**src/hw/rtl/llm_pkg.sv**
```systemverilog
// Shared types and constants for the Louvain local-moving engine.
// No dependencies; imported by llm_mul and louvain_local_move.
`default_nettype none
package llm_pkg;

  localparam int MAX_NODES = 64;
  localparam int NODE_W    = $clog2(MAX_NODES);
  localparam int ADDR_W    = 2 * NODE_W;
  localparam int CNT_W     = NODE_W + 1;

  localparam int WT_W   = 24;   // Q8.16 weight
  localparam int SUM_W  = 40;   // link sums and strengths, wrap mod 2^40
  localparam int GAIN_W = 48;   // Q32.16 gain
  localparam int CFG_W  = 32;

  // multiplier operand and product widths
  localparam int MUL_A_W = 72;
  localparam int MUL_B_W = 42;
  localparam int MUL_P_W = MUL_A_W + MUL_B_W;

  localparam logic [1:0] ACT_START = 2'd0;
  localparam logic [1:0] ACT_LOAD  = 2'd1;
  localparam logic [1:0] ACT_MOVE  = 2'd2;
  localparam logic [1:0] ACT_READ  = 2'd3;

  localparam logic [1:0] CFG_NODE_COUNT = 2'd0;
  localparam logic [1:0] CFG_SCALE      = 2'd1;
  localparam logic [1:0] CFG_THRESHOLD  = 2'd2;

  localparam logic [6:0] NODE_COUNT_RST = 7'd64;
  localparam logic [CFG_W-1:0] SCALE_RST = 32'd65536;

  typedef struct packed {
    logic [1:0]        action;
    logic [NODE_W-1:0] row;
    logic [NODE_W-1:0] col;
    logic [WT_W-1:0]   weight;
  } in_beat_t;

  typedef struct packed {
    logic                     moved;
    logic [NODE_W-1:0]        community;
    logic signed [GAIN_W-1:0] gain;
    logic                     status;
  } out_beat_t;

endpackage
`default_nettype wire

```
**src/hw/rtl/llm_mul.sv**
```systemverilog
// Multi-cycle unsigned multiplier, 72 x 42 bits, one 24 x 21 partial product per cycle.
// Depends on llm_pkg.
`default_nettype none
module llm_mul
  import llm_pkg::*;
(
  input  wire logic               clk,
  input  wire logic               rst,
  input  wire logic               start,
  input  wire logic [MUL_A_W-1:0] a,
  input  wire logic [MUL_B_W-1:0] b,
  output logic                    done,
  output logic [MUL_P_W-1:0]      p
);

  logic [MUL_A_W-1:0] a_r;
  logic [MUL_B_W-1:0] b_r;
  logic               busy;
  logic [1:0]         ia;
  logic               ib;
  logic [44:0]        pp;
  logic [6:0]         pp_sh;
  logic               pp_v;
  logic               pp_last;
  logic [MUL_P_W-1:0] acc;

  logic [23:0] a_ch;
  logic [20:0] b_ch;
  logic [6:0]  a_off;
  logic        last;

  always_comb begin
    case (ia)
      2'd0: begin
        a_ch  = a_r[23:0];
        a_off = 7'd0;
      end
      2'd1: begin
        a_ch  = a_r[47:24];
        a_off = 7'd24;
      end
      default: begin
        a_ch  = a_r[71:48];
        a_off = 7'd48;
      end
    endcase
    b_ch = ib ? b_r[41:21] : b_r[20:0];
    last = (ia == 2'd2) && ib;
  end

  always_ff @(posedge clk) begin
    if (rst) begin
      busy    <= 1'b0;
      pp_v    <= 1'b0;
      pp_last <= 1'b0;
      done    <= 1'b0;
    end else begin
      done <= pp_v && pp_last;
      if (pp_v) begin
        acc <= acc + (MUL_P_W'(pp) << pp_sh);
      end
      if (start) begin
        a_r  <= a;
        b_r  <= b;
        ia   <= 2'd0;
        ib   <= 1'b0;
        busy <= 1'b1;
        acc  <= '0;
        pp_v <= 1'b0;
      end else if (busy) begin
        pp      <= 45'(a_ch) * 45'(b_ch);
        pp_sh   <= a_off + (ib ? 7'd21 : 7'd0);
        pp_v    <= 1'b1;
        pp_last <= last;
        if (ia == 2'd2) begin
          ia <= 2'd0;
          ib <= 1'b1;
        end else begin
          ia <= ia + 2'd1;
        end
        if (last) busy <= 1'b0;
      end else begin
        pp_v <= 1'b0;
      end
    end
  end

  assign p = acc;

endmodule
`default_nettype wire

```
**config.mk**
```make
export PLATFORM = sky130hd
export DESIGN_NAME = llm_mul
export DESIGN_NICKNAME = d
export VERILOG_FILES = /design/src/hw/rtl/llm_pkg.sv /design/src/hw/rtl/llm_mul.sv
export SDC_FILE = /design/constraint.sdc
export NUM_CORES = 2
export LEC_CHECK = 0
export ABC_AREA = 1
export BUFFER_PORTS_ARGS = -buffer_cell sky130_fd_sc_hd__buf_2
export CAP_MARGIN = 30
export CORE_MARGIN = 2
export CORE_UTILIZATION = 50
export CTS_BUF_LIST = sky130_fd_sc_hd__clkbuf_4 sky130_fd_sc_hd__clkbuf_8
export DETAILED_ROUTE_END_ITERATION = 6
export HOLD_SLACK_MARGIN = 0.05
export PLACE_DENSITY_LB_ADDON = 0.3
export SLEW_MARGIN = 10
export SYNTH_ARGS = -nofsm -noshare
export SYNTH_HDL_FRONTEND = slang
export SYNTH_SLANG_ARGS = --single-unit
export TNS_END_PERCENT = 10
```
**constraint.sdc**
```tcl
create_clock -name clk -period 21.9 [get_ports clk]
set_clock_uncertainty 0.2 [all_clocks]
set_input_delay 5.475 -clock clk [delete_from_list [all_inputs] [get_ports clk]]
set_output_delay 5.475 -clock clk [all_outputs]
set_load 0.005 [all_outputs]
```
# == Word-level counts from Yosys, hierarchy flattened ==
# Cells that the tools add are included.
# totals
regBits,287
latch_bits,0
mem_bits_rw,0
romBits,0
input_bits,117
memories,0
# op_classes
addsub,3
mul,1
n_div,0
n_lt_le_gt_ge,0
eq_ne,2
n_shift,1
mux,13
bitwise,2
n_reduce_logical,13
# op_table
operator,n
114-bit adder,1
114-bit 2-to-1 mux,1
45-bit by 7-bit << shifter with 114-bit output,1
24-bit one-hot mux with 2 select lines,1
24-bit by 21-bit multiplier with 45-bit output,1
21-bit 2-to-1 mux,1
6-bit one-hot mux with 2 select lines,1
2-bit AND reduction,4
7-bit by 5-bit adder with 7-bit output,1
1-bit 2-to-1 mux,6
3-bit AND reduction,2
2-bit nonzero test,3
5-bit 2-to-1 mux,1
2-bit 2-to-1 mux,2
2-bit by 1-bit adder with 2-bit output (second input constant),1
2-bit by 1-bit equality test with 1-bit output (second input constant),1
2-bit equality test (second input constant),1
1-bit logical AND,2
2-bit logical NOT,1
1-bit NOT,2
2-bit OR reduction,1

# == Logic depth before layout (Yosys ltp) ==
# depth
depth_word,5
depth_mapped,34

# == Worst setup path after synthesis ==
# Ideal clock, no wire load.
# synth_path
kind,input -> register
from,input start
to,"register ib, enable pin"
setup_ps,313
arrival_time_ps,10913
required_time_ps,21387
slack_ps,10474
cell_stages,4
n_path_buf,0
cell_sequence,inv_2 -> nor2_1 -> inv_1 -> a21oi_1
# synth_between
elab_chain_cells,2
# synth_rtl
element,line,text
"start, declared",llm_mul.sv:9,"input wire logic start,"
2-bit nonzero test (no line),--,
3-bit AND reduction (no line) *,--,
"end signal, assigned",llm_mul.sv:66,ib <= 1'b0;
"end signal, assigned",llm_mul.sv:77,ib <= 1'b1;
"end, declared",llm_mul.sv:20,logic ib;
# Every way passes the cells marked *; elsewhere a longest branch is shown, timed or not.
# A chain may end at the register's enable or synchronous reset.

# == Worst setup path in the final report ==
# layout_path
from,register ia[0]
to,register pp[35] (data pin)
# layout_between
elab_chain_cells,3
# layout_rtl
element,line,text
"start, declared",llm_mul.sv:19,logic [1:0] ia;
"start signal, assigned",llm_mul.sv:79,ia <= ia + 2'd1;
2-bit by 1-bit equality test with 1-bit output / 2-bit logical NOT (equally long branches),llm_mul.sv:33,case (ia)
24-bit one-hot mux with 2 select lines *,llm_mul.sv:33,
24-bit by 21-bit multiplier with 45-bit output *,llm_mul.sv:71,pp <= 45'(a_ch) * 45'(b_ch);
"end signal, assigned",llm_mul.sv:71,
"end, declared",llm_mul.sv:21,logic [44:0] pp;
# Marks and branches as above.

==> results.json <==
{
  "crit_required_ns": 22.21,
  "fin_crit_sh_pct": 39.5,
  "syn-num-nets": 6732,
  "netlist_area_sq_um": 41000,
  "die_x_microns": 290,
  "grt_max_degree": 75,
  "post-route-util_pct": 54.6,
  "setup_viol": 0,
  "synth_area_leaders": "edfxtp_1, fa_1, nand2_1, inv_1, ha_1",
  "yosys.area_share.simple_pct": 28.5,
  "drt-initial-drc-count": 3713,
  "gr-usage-all-layers_pct": 41.7,
  "cts_resized": 0,
  "cp_slowest_cell": "a21oi_1",
  "die_area_sq_um": 84300,
  "cts-buffers-inserted": 55,
  "yosysTopAreaCell": "edfxtp_1",
  "yosysMostFrequentCell": "nand2_1",
  "rsz0062_at_grt": "no",
  "die_h_microns": 290,
  "crit_path_end_kind": "flop",
  "drive_gt1_share_pct": 9.16,
  "clock_sinks": 285,
  "wire_per_inst_microns": 24.3,
  "worst-path-max-fanout": 25,
  "max_freq_mhz": 116,
  "synthDistinctLibCells": 48,
  "drtPass1Iterations": 7,
  "wl_mm": 176,
  "critical_path_class": "reg -> reg",
  "viasPerCell": 5.49,
  "io_pins": 232,
  "tightest_slew_ns": 1.18,
  "min_period_ns": 8.64,
  "setup_tns_ns": 0,
  "ys.flop_type": "edfxtp_1",
  "grt.overflow.total": 0,
  "grt_pass1_wl_mm": 253,
  "slowest_delay_ns": 0.74,
  "synth.avg_cell_area_sq_um": 6.92,
  "synth_top_area_share_pct": 20.6,
  "status": "finished, violations left",
  "initial_core_util_pct": 50.3,
  "row_count": 105,
  "grt_pass1_vias": 39627,
  "cap_violations": 0,
  "synth_cells": 5924,
  "clkTransAtPathRegs_ns": 0.07,
  "synth_compound_area_share_pct": 7.55,
  "gp_congestion": 1.06,
  "antenna_found_initial": 4,
  "slew_headroom_pct": 21.3,
  "htree_levels": 2,
  "clock_latency_ns": 0.79,
  "clock_tree.buffer_depth": 3,
  "post_cts_buffers": 0,
  "yosysSeqAreaShare_pct": 20.8,
  "min_path_type": "reg -> reg",
  "vias": 39784,
  "synth_edf_count": 281,
  "yosysWarnings": 0,
  "cp-start-kind": "flop",
  "layout.nets": 6934,
  "core_sq_um": 81600,
  "crit_path_frequent_cell": "fa_1",
  "syn2layout_area_growth_pct": 8.70,
  "slew_violations": 0,
  "ys_ff_latch": 285,
  "ant_nets": 0,
  "crit_arrival_ns": 8.96,
  "hold_violations": 0,
  "detailed_place_hpwl_mm": 145,
  "cts_tree": "built",
  "async_flop_share_pct": 0,
  "synth_top_family_by_area": "adder cells",
  "synth_common_cells": "nand2_1, inv_1, nor2_1",
  "cts-root-buf": "clkbuf_8",
  "io_buffers": 231,
  "synth_xor_area_share_pct": 0.876,
  "ctsHoldBuffers": 0,
  "violations": "DRC",
  "drc": 3,
  "synth_mux_area_share_pct": 0.0976,
  "yosys.area_share.adder_pct": 28.7
}
[metal layers]
metal / vias up / GRT usage [%] / routed length (microns)
met1: 18694 / 45.3 / 61400
met5: - / 0 / 29
li1: 18368 / - / -
met3: 693 / 7.98 / 13500
met2: 2025 / 69.8 / 81800
met4: 4 / 36.6 / 18900
[path summary, 6_finish.rpt]
| kind | depth (start not counted) | from | end | slack (ns) |
|---|---|---|---|---|
| min | 2 | pp_last | done | 0.24 |
| max reg2reg | 29 | ia[0] | pp[35] | 13.26 |
| min reg2reg | 2 | pp_last | done | 0.24 |
| max | 29 | ia[0] | pp[35] | 13.26 |
[cell type report]
type	count	area, sq um
Fill cell	8257	37000
Multi-Input combinational cell	4182	27000
Sequential cell	285	8520
Inverter	1317	4940
Timing Repair Buffer	285	1580
Tap cell	1070	1340
Clock buffer	67	847
Clock inverter	34	372
Antenna cell	1	2.50
[flip-flops by register name (all words and copies together), names as in the netlist]
name,count
p,114
a_r,72
pp,45
b_r,42
pp_sh,5
ia,2
busy,1
done,1
ib,1
pp_last,1
pp_v,1
[cell usage in the layout, fill, tap and decap left out, drive strengths merged, types with 3 or more instances in the layout]
cell      count
fa          416
edfxtp      281
and2         11
xor2         33
mux2i         4
inv        1300
a31oi        12
clkinvlp      5
nand3       151
nor4          5
o21bai        9
buf         285
a21oi       227
nor3         33
nand4        25
o21a          9
bufinv        6
or2           4
a22o         24
a21o          8
clkbuf       67
dfxtp         4
nand2      1838
nor2        820
clkinv       40
o22ai        39
o21ai       209
o211ai        3
o221ai        9
ha          275
xnor2         8
[critical path: cells and delay by family (launching register included)]
kind	cells	cell delay [ns]
AO/OA/AOI/OAI	4	1.35
adder cells (fa/ha/maj)	9	3.99
buffers and inverters	7	1.37
flip-flops	1	0.43
AND/OR/NAND/NOR	9	1.01
[metrics by stage]
stage | hold slack, ns | worst slack, ns | area [sq um] | std cells
2_1_floorplan | 0.210 | 10.47 | 41000 | 5924
3_3_place_gp | 0.226 | 13.11 | 43300 | 7133
3_5_place_dp | 0.225 | 13.04 | 43300 | 7136
4_1_cts | 0.237 | 13.37 | 44500 | 7237
5_1_grt | 0.262 | 12.83 | 44600 | 7241
6_report | 0.238 | 13.26 | 44600 | 7241
[cells by family (layout without fill, tap and decap cells)]
logic type / Yosys count / in the layout
flip-flops: 285 / 285
other: 0 / 1
AND/OR/NAND/NOR: 2891 / 2891
AO/OA/AOI/OAI: 555 / 555
multiplexers: 4 / 4
adder cells (fa/ha/maj): 691 / 691
XOR/XNOR: 41 / 41
buffers and inverters: 1457 / 1703
Power is not shown: default switching activity piles up to over one toggle a cycle in this logic, so the estimate is an artifact.
